**src/rtl/upqdk_pkg.sv**
```systemverilog
// shared types and constants of the priority queue with decrease-key
// used by upqdk_cell and unsorted_priority_queue_decrease_key
`default_nettype none

package upqdk_pkg;

  localparam int unsigned ID_W         = 16;
  localparam int unsigned PRI_W        = 16;
  localparam int unsigned COUNT_OUT_W  = 7;
  localparam int unsigned CAPACITY_DEF = 64;

  // request codes as they arrive on req_type_i
  typedef enum logic [1:0] {
    REQ_INSERT  = 2'd0,
    REQ_PROCESS = 2'd1,
    REQ_UPGRADE = 2'd2,
    REQ_CLEAR   = 2'd3
  } req_e;

  typedef enum logic [2:0] {
    ST_OK         = 3'd0,
    ST_EMPTY      = 3'd1,
    ST_NOT_FOUND  = 3'd2,
    ST_NOT_URGENT = 3'd3,
    ST_FULL       = 3'd4
  } status_e;

  // operation broadcast to every cell of the chain
  typedef enum logic [2:0] {
    OP_HOLD,
    OP_INSERT,
    OP_POP,
    OP_START,
    OP_SCAN,
    OP_MOVE
  } cell_op_e;

  typedef struct packed {
    logic [ID_W-1:0]  id;
    logic [PRI_W-1:0] pri;
  } entry_t;

  typedef struct packed {
    cell_op_e         op;
    logic [ID_W-1:0]  id;
    logic [PRI_W-1:0] pri;
  } cell_cmd_t;

  typedef struct packed {
    logic hit;
    logic miss;
  } cell_flag_t;

endpackage

`default_nettype wire

```
**src/rtl/upqdk_cell.sv**
```systemverilog
// one cell of the sorted entry chain: id, priority and insertion rank
// depends on upqdk_pkg
`default_nettype none

module upqdk_cell import upqdk_pkg::*; #(
  parameter int unsigned CAPACITY = CAPACITY_DEF,
  parameter int unsigned IDX      = 0
) (
  input  wire logic                          clk_i,
  input  wire logic                          rst_ni,
  input  wire cell_cmd_t                     cmd_i,
  input  wire logic [$clog2(CAPACITY)-1:0]   rank_new_i,
  input  wire logic [$clog2(CAPACITY)-1:0]   pop_rank_i,
  input  wire logic [$clog2(CAPACITY+1)-1:0] count_i,
  input  wire entry_t                        left_ent_i,
  input  wire logic [$clog2(CAPACITY)-1:0]   left_rank_i,
  input  wire logic                          left_gt_i,
  input  wire logic                          left_fwd_i,
  input  wire entry_t                        right_ent_i,
  input  wire logic [$clog2(CAPACITY)-1:0]   right_rank_i,
  output entry_t                             ent_o,
  output logic [$clog2(CAPACITY)-1:0]        rank_o,
  output logic                               gt_o,
  output logic                               fwd_o,
  output cell_flag_t                         flag_o
);

  localparam int unsigned RANK_W = $clog2(CAPACITY);
  localparam int unsigned CNT_W  = $clog2(CAPACITY+1);
  localparam bit          LAST   = (IDX == CAPACITY - 1);

  entry_t            ent_q, ent_d;
  logic [RANK_W-1:0] rank_q, rank_d;
  logic              tok_q, tok_d;
  logic              trail_q, trail_d;

  logic valid;
  logic match;
  logic key_gt;
  logic gt;
  logic hit;
  logic miss;
  logic fwd;

  assign valid  = CNT_W'(IDX) < count_i;
  assign match  = ent_q.id == cmd_i.id;
  assign key_gt = (ent_q.pri > cmd_i.pri) ||
                  ((ent_q.pri == cmd_i.pri) && (rank_q > rank_new_i));

  always_comb begin
    gt   = 1'b0;
    hit  = 1'b0;
    miss = 1'b0;
    fwd  = 1'b0;
    unique case (cmd_i.op)
      OP_INSERT: gt = !valid || (ent_q.pri > cmd_i.pri);
      OP_MOVE:   gt = trail_q && valid && key_gt;
      OP_SCAN: begin
        hit  = tok_q && valid && match;
        miss = tok_q && (!valid || (LAST && !match));
        fwd  = tok_q && valid && !match && !LAST;
      end
      default: gt = 1'b0;
    endcase
  end

  always_comb begin
    ent_d   = ent_q;
    rank_d  = rank_q;
    tok_d   = tok_q;
    trail_d = trail_q;
    unique case (cmd_i.op)
      OP_INSERT, OP_MOVE: begin
        if (gt) begin
          if (left_gt_i) begin
            ent_d  = left_ent_i;
            rank_d = left_rank_i;
          end else begin
            ent_d  = '{id: cmd_i.id, pri: cmd_i.pri};
            rank_d = rank_new_i;
          end
        end
      end
      OP_POP: begin
        ent_d  = right_ent_i;
        rank_d = (right_rank_i > pop_rank_i) ? right_rank_i - RANK_W'(1) : right_rank_i;
      end
      OP_START: begin
        tok_d   = (IDX == 0);
        trail_d = (IDX == 0);
      end
      OP_SCAN: begin
        tok_d   = left_fwd_i || hit;
        trail_d = trail_q || left_fwd_i;
      end
      default: begin
      end
    endcase
  end

  always_ff @(posedge clk_i or negedge rst_ni) begin
    if (!rst_ni) begin
      tok_q   <= 1'b0;
      trail_q <= 1'b0;
    end else begin
      tok_q   <= tok_d;
      trail_q <= trail_d;
    end
  end

  always_ff @(posedge clk_i) begin
    ent_q  <= ent_d;
    rank_q <= rank_d;
  end

  assign ent_o  = ent_q;
  assign rank_o = rank_q;
  assign gt_o   = gt;
  assign fwd_o  = fwd;
  assign flag_o = '{hit: hit, miss: miss};

endmodule

`default_nettype wire

```
**config.mk**
```make
export PLATFORM = sky130hd
export DESIGN_NAME = upqdk_cell
export DESIGN_NICKNAME = d
export VERILOG_FILES = /design/src/rtl/upqdk_pkg.sv /design/src/rtl/upqdk_cell.sv
export SDC_FILE = /design/constraint.sdc
export NUM_CORES = 1
export LEC_CHECK = 0
export BUFFER_PORTS_ARGS = -buffer_cell sky130_fd_sc_hd__buf_2
export CAP_MARGIN = 10
export CORE_MARGIN = 2
export CORE_UTILIZATION = 45
export CTS_CLUSTER_DIAMETER = 150
export DETAILED_ROUTE_END_ITERATION = 6
export PLACE_DENSITY = 0.81
export SETUP_SLACK_MARGIN = 0.15
export SYNTH_ARGS = -nofsm -noshare
export SYNTH_HDL_FRONTEND = slang
export SYNTH_SLANG_ARGS = --single-unit
```
**constraint.sdc**
```tcl
create_clock -name clk_i -period 5.37 [get_ports clk_i]
set_clock_uncertainty 0.2 [all_clocks]
set_input_delay 1.3425 -clock clk_i [delete_from_list [all_inputs] [get_ports clk_i]]
set_output_delay 1.3425 -clock clk_i [all_outputs]
set_load 0.02 [all_outputs]
```
==> impl_metrics.tcl <==
set metrics [dict create \
    grt_max_degree 73 \
    synth_top_cell_by_area "edfxtp_1" \
    synth-seq-cells 40 \
    final_cell_mix "175 x buf_2, 39 x nand2_1, 38 x edfxtp_1" \
    ir_drop_uv 106 \
    grt_pass1_vias 2961 \
    outcome "finished clean" \
    clkPwrFrac 0.280 \
    clock_latency_ps 290 \
    grt-ovfl-total 0 \
    crit_path_end_kind "primary output" \
    cts.htree.levels 2 \
    cp_common_cell "buf_2" \
    cts.clk_slew.worst_paths_ps 80 \
    p_switching_uw 269 \
    max_freq_mhz 212 \
    first_iter_violations 93 \
    crit_type "in2out" \
    core_sq_um 6790 \
    avgViaCountPerCell 5.15 \
    ant_nets 0 \
    ctsHoldBuffers 0 \
    path_max_fanout 3 \
    final_common_cell "buf_2" \
    synth_cell_types 44 \
    grt_setup_unrepaired "false" \
    cts_buffers 5 \
    fin_crit_ps 4730 \
    io_pins 176 \
    routed_wl_um 8670 \
    ctsResizeCount 0 \
    finalSetupViolCount 0 \
    final-hold-violation-count 0 \
    clockBufferDepth 2 \
    syn_inst 333 \
    synth_area_sq_um 3170 \
    synth_warnings 0 \
    syn_nets 496 \
    seq_area_frac_synth 0.376 \
    path_cells "buf_2 > inv_1 > ha_1 > nand4_1 > or4_1 > o21a_2 > nor2_1 > a21oi_1 > buf_2" \
    antenna_found_initial 0 \
    pwr-share-seq 0.437 \
    async_reset_ff_frac 0.0500 \
    grt.total_usage 0.226 \
    dp_cells 592 \
    power.internal_uw 624 \
    comb_power_share 0.284 \
    max_slew_margin 0.226 \
    clock-sinks 40 \
    crit_path_max_incr_delay_ps 610 \
    drv_cap 0 \
    final_cells 600 \
    synth_edf_count 38 \
    final_nets 666 \
    tightest_slew_ps 1160 \
    row_count 30 \
    drc 0 \
    place_hpwl_um 7050 \
    period_share 0.880 \
    maxSlewViolCount 0 \
    cp-start-kind "input pin" \
    netlist_top_cells_area "edfxtp_1 36%, mux2i_1 12%, ha_1 11%, o21ai_0 5.4%, nand2_1 4.6%" \
    hp-class "reg2reg" \
    cp.required_ps 3830 \
    cpMaxStageDelayCell "or4_1" \
    drive_above_1_share 0.385 \
    p_leak_uw 0.00210 \
    cts_tree "yes" \
    num_vias 3092 \
    io_buffers 175 \
    grt_pass1_wl_um 13500 \
    p_sw_frac 0.301 \
    tns_ps 0 \
    post_drt_wl_per_cell_um 14.5 \
    fp.dieW_um 87.9 \
    post-cts-setup-buffers 0 \
    diodes 0 \
    start_util 0.467 \
    synth.avg_cell_area_sq_um 9.52 \
    die_area_sq_um 7730 \
    worst-path-buf-inv 3 \
    area_growth_pct 33.8 \
    first_pass_iters 5 \
    die_y_um 87.9 \
    gp_congestion 0.893 \
    critPathTopFamily "simple AND/OR/NAND/NOR gates" \
    synth.top_cell.area_share 0.360 \
    yosys_most_used_dff "edfxtp_1" \
    powerDensity_nw_per_um2 210 \
    critPathArrivalTime_ps 3180 \
    cts_root_buf "clkbuf_8" \
]
==> metrics by stage <==
| step | area, sq um | util | total power (uW) | setup WS [ps] | hold WS, ps |
|---|---|---|---|---|---|
| 6_report | 4240 | 0.624 | 892 | 644 | 270 |
| 5_1_grt | 4240 | 0.624 | 944 | 508 | 311 |
| 4_1_cts | 4240 | 0.624 | 901 | 637 | 275 |
| 3_5_place_dp | 4130 | 0.608 | 651 | 636 | 257 |
| 3_3_place_gp | 4130 | 0.608 | 640 | 704 | 255 |
| 2_1_floorplan | 3170 | - | 539 | 264 | 240 |
==> synthesized netlist by cell type, drive strengths merged (2+ instances only) <==
cell type and instances:
a21oi 11, a21o 4, edfxtp 38, nand4 8, mux2i 37, o311a 2, inv 34, dfrtp 2
xor2 16, nor4 5, o21a 2, and3 3, ha 29, or4 3, nand3 4, nor3b 2
nor2b 7, clkbuf 13, nand2 39, nor3 2, a211oi 6, nor2 10, nand2b 2, o211a 2
a31oi 2, buf 2, o21ai 35, and4 2
==> state kept, by name, indices dropped and copies added (netlist names) <==
signal and cells:
trail_q 1, tok_q 1, rank_o 6, ent_o 32
==> per-layer routing <==
metal	global-route usage	routed length, um	vias up	share of wire
li1	-	-	1543	-
met1	0.272	3460	1398	0.40
met2	0.409	4450	140	0.51
met3	0.0415	613	11	0.071
met4	0.0671	151	0	0.017
met5	0	0	-	0
==> power by group through the flow <==
stage / clock [uW] / sequential [uW] / combinational (uW)
after global placement: 0 / 396 / 244
after CTS: 255 / 390 / 256
after detailed placement: 0 / 396 / 255
final: 249 / 390 / 253
after floorplan: 0 / 423 / 117
after global routing: 269 / 393 / 283
==> worst paths after layout <==
check	start	endpoint	slack, ps	cells past startpoint
worst max-delay path	cmd_i[15]	gt_o	640	9
worst min register to register	trail_q	trail_q	270	1
max in group asynchronous	rst_ni	trail_q	4260	1
worst min-delay path	trail_q	trail_q	270	1
worst max register to register	ent_o[15]	ent_o[31]	2540	7
min in group asynchronous	rst_ni	tok_q	620	1
==> layout make-up <==
class	count	area, sq um
fill	610	2550
multi-input combinational	244	1790
sequential	40	1190
timing repair buffer	178	898
inverter	34	128
tap	96	120
clock buffer	5	68.8
clock inverter	3	42.5
==> cell families (layout without fill, tap and decap cells) <==
| logic type | count (synthesis) | count (layout) | share of synthesized area |
|---|---|---|---|
| adders and majority gates | 29 | 29 | 0.114 |
| muxes | 37 | 37 | 0.117 |
| DFF | 40 | 40 | 0.376 |
| and+or+nand+nor | 89 | 89 | 0.145 |
| xor gates and xnor gates | 17 | 17 | 0.0470 |
| AOI/OAI and AO/OA | 72 | 72 | 0.141 |
| buffers and inverters | 49 | 220 | 0.0604 |
==> worst reg2reg max path, stage by stage (launching register included) <==
cell	delay [ps]
edfxtp_1	430
ha_1	340
nand4_1	160
or4_1	610
mux2i_1	210
nor3_1	90
a22oi_2	160
buf_4	320
Power figures use the tool's default switching activity.
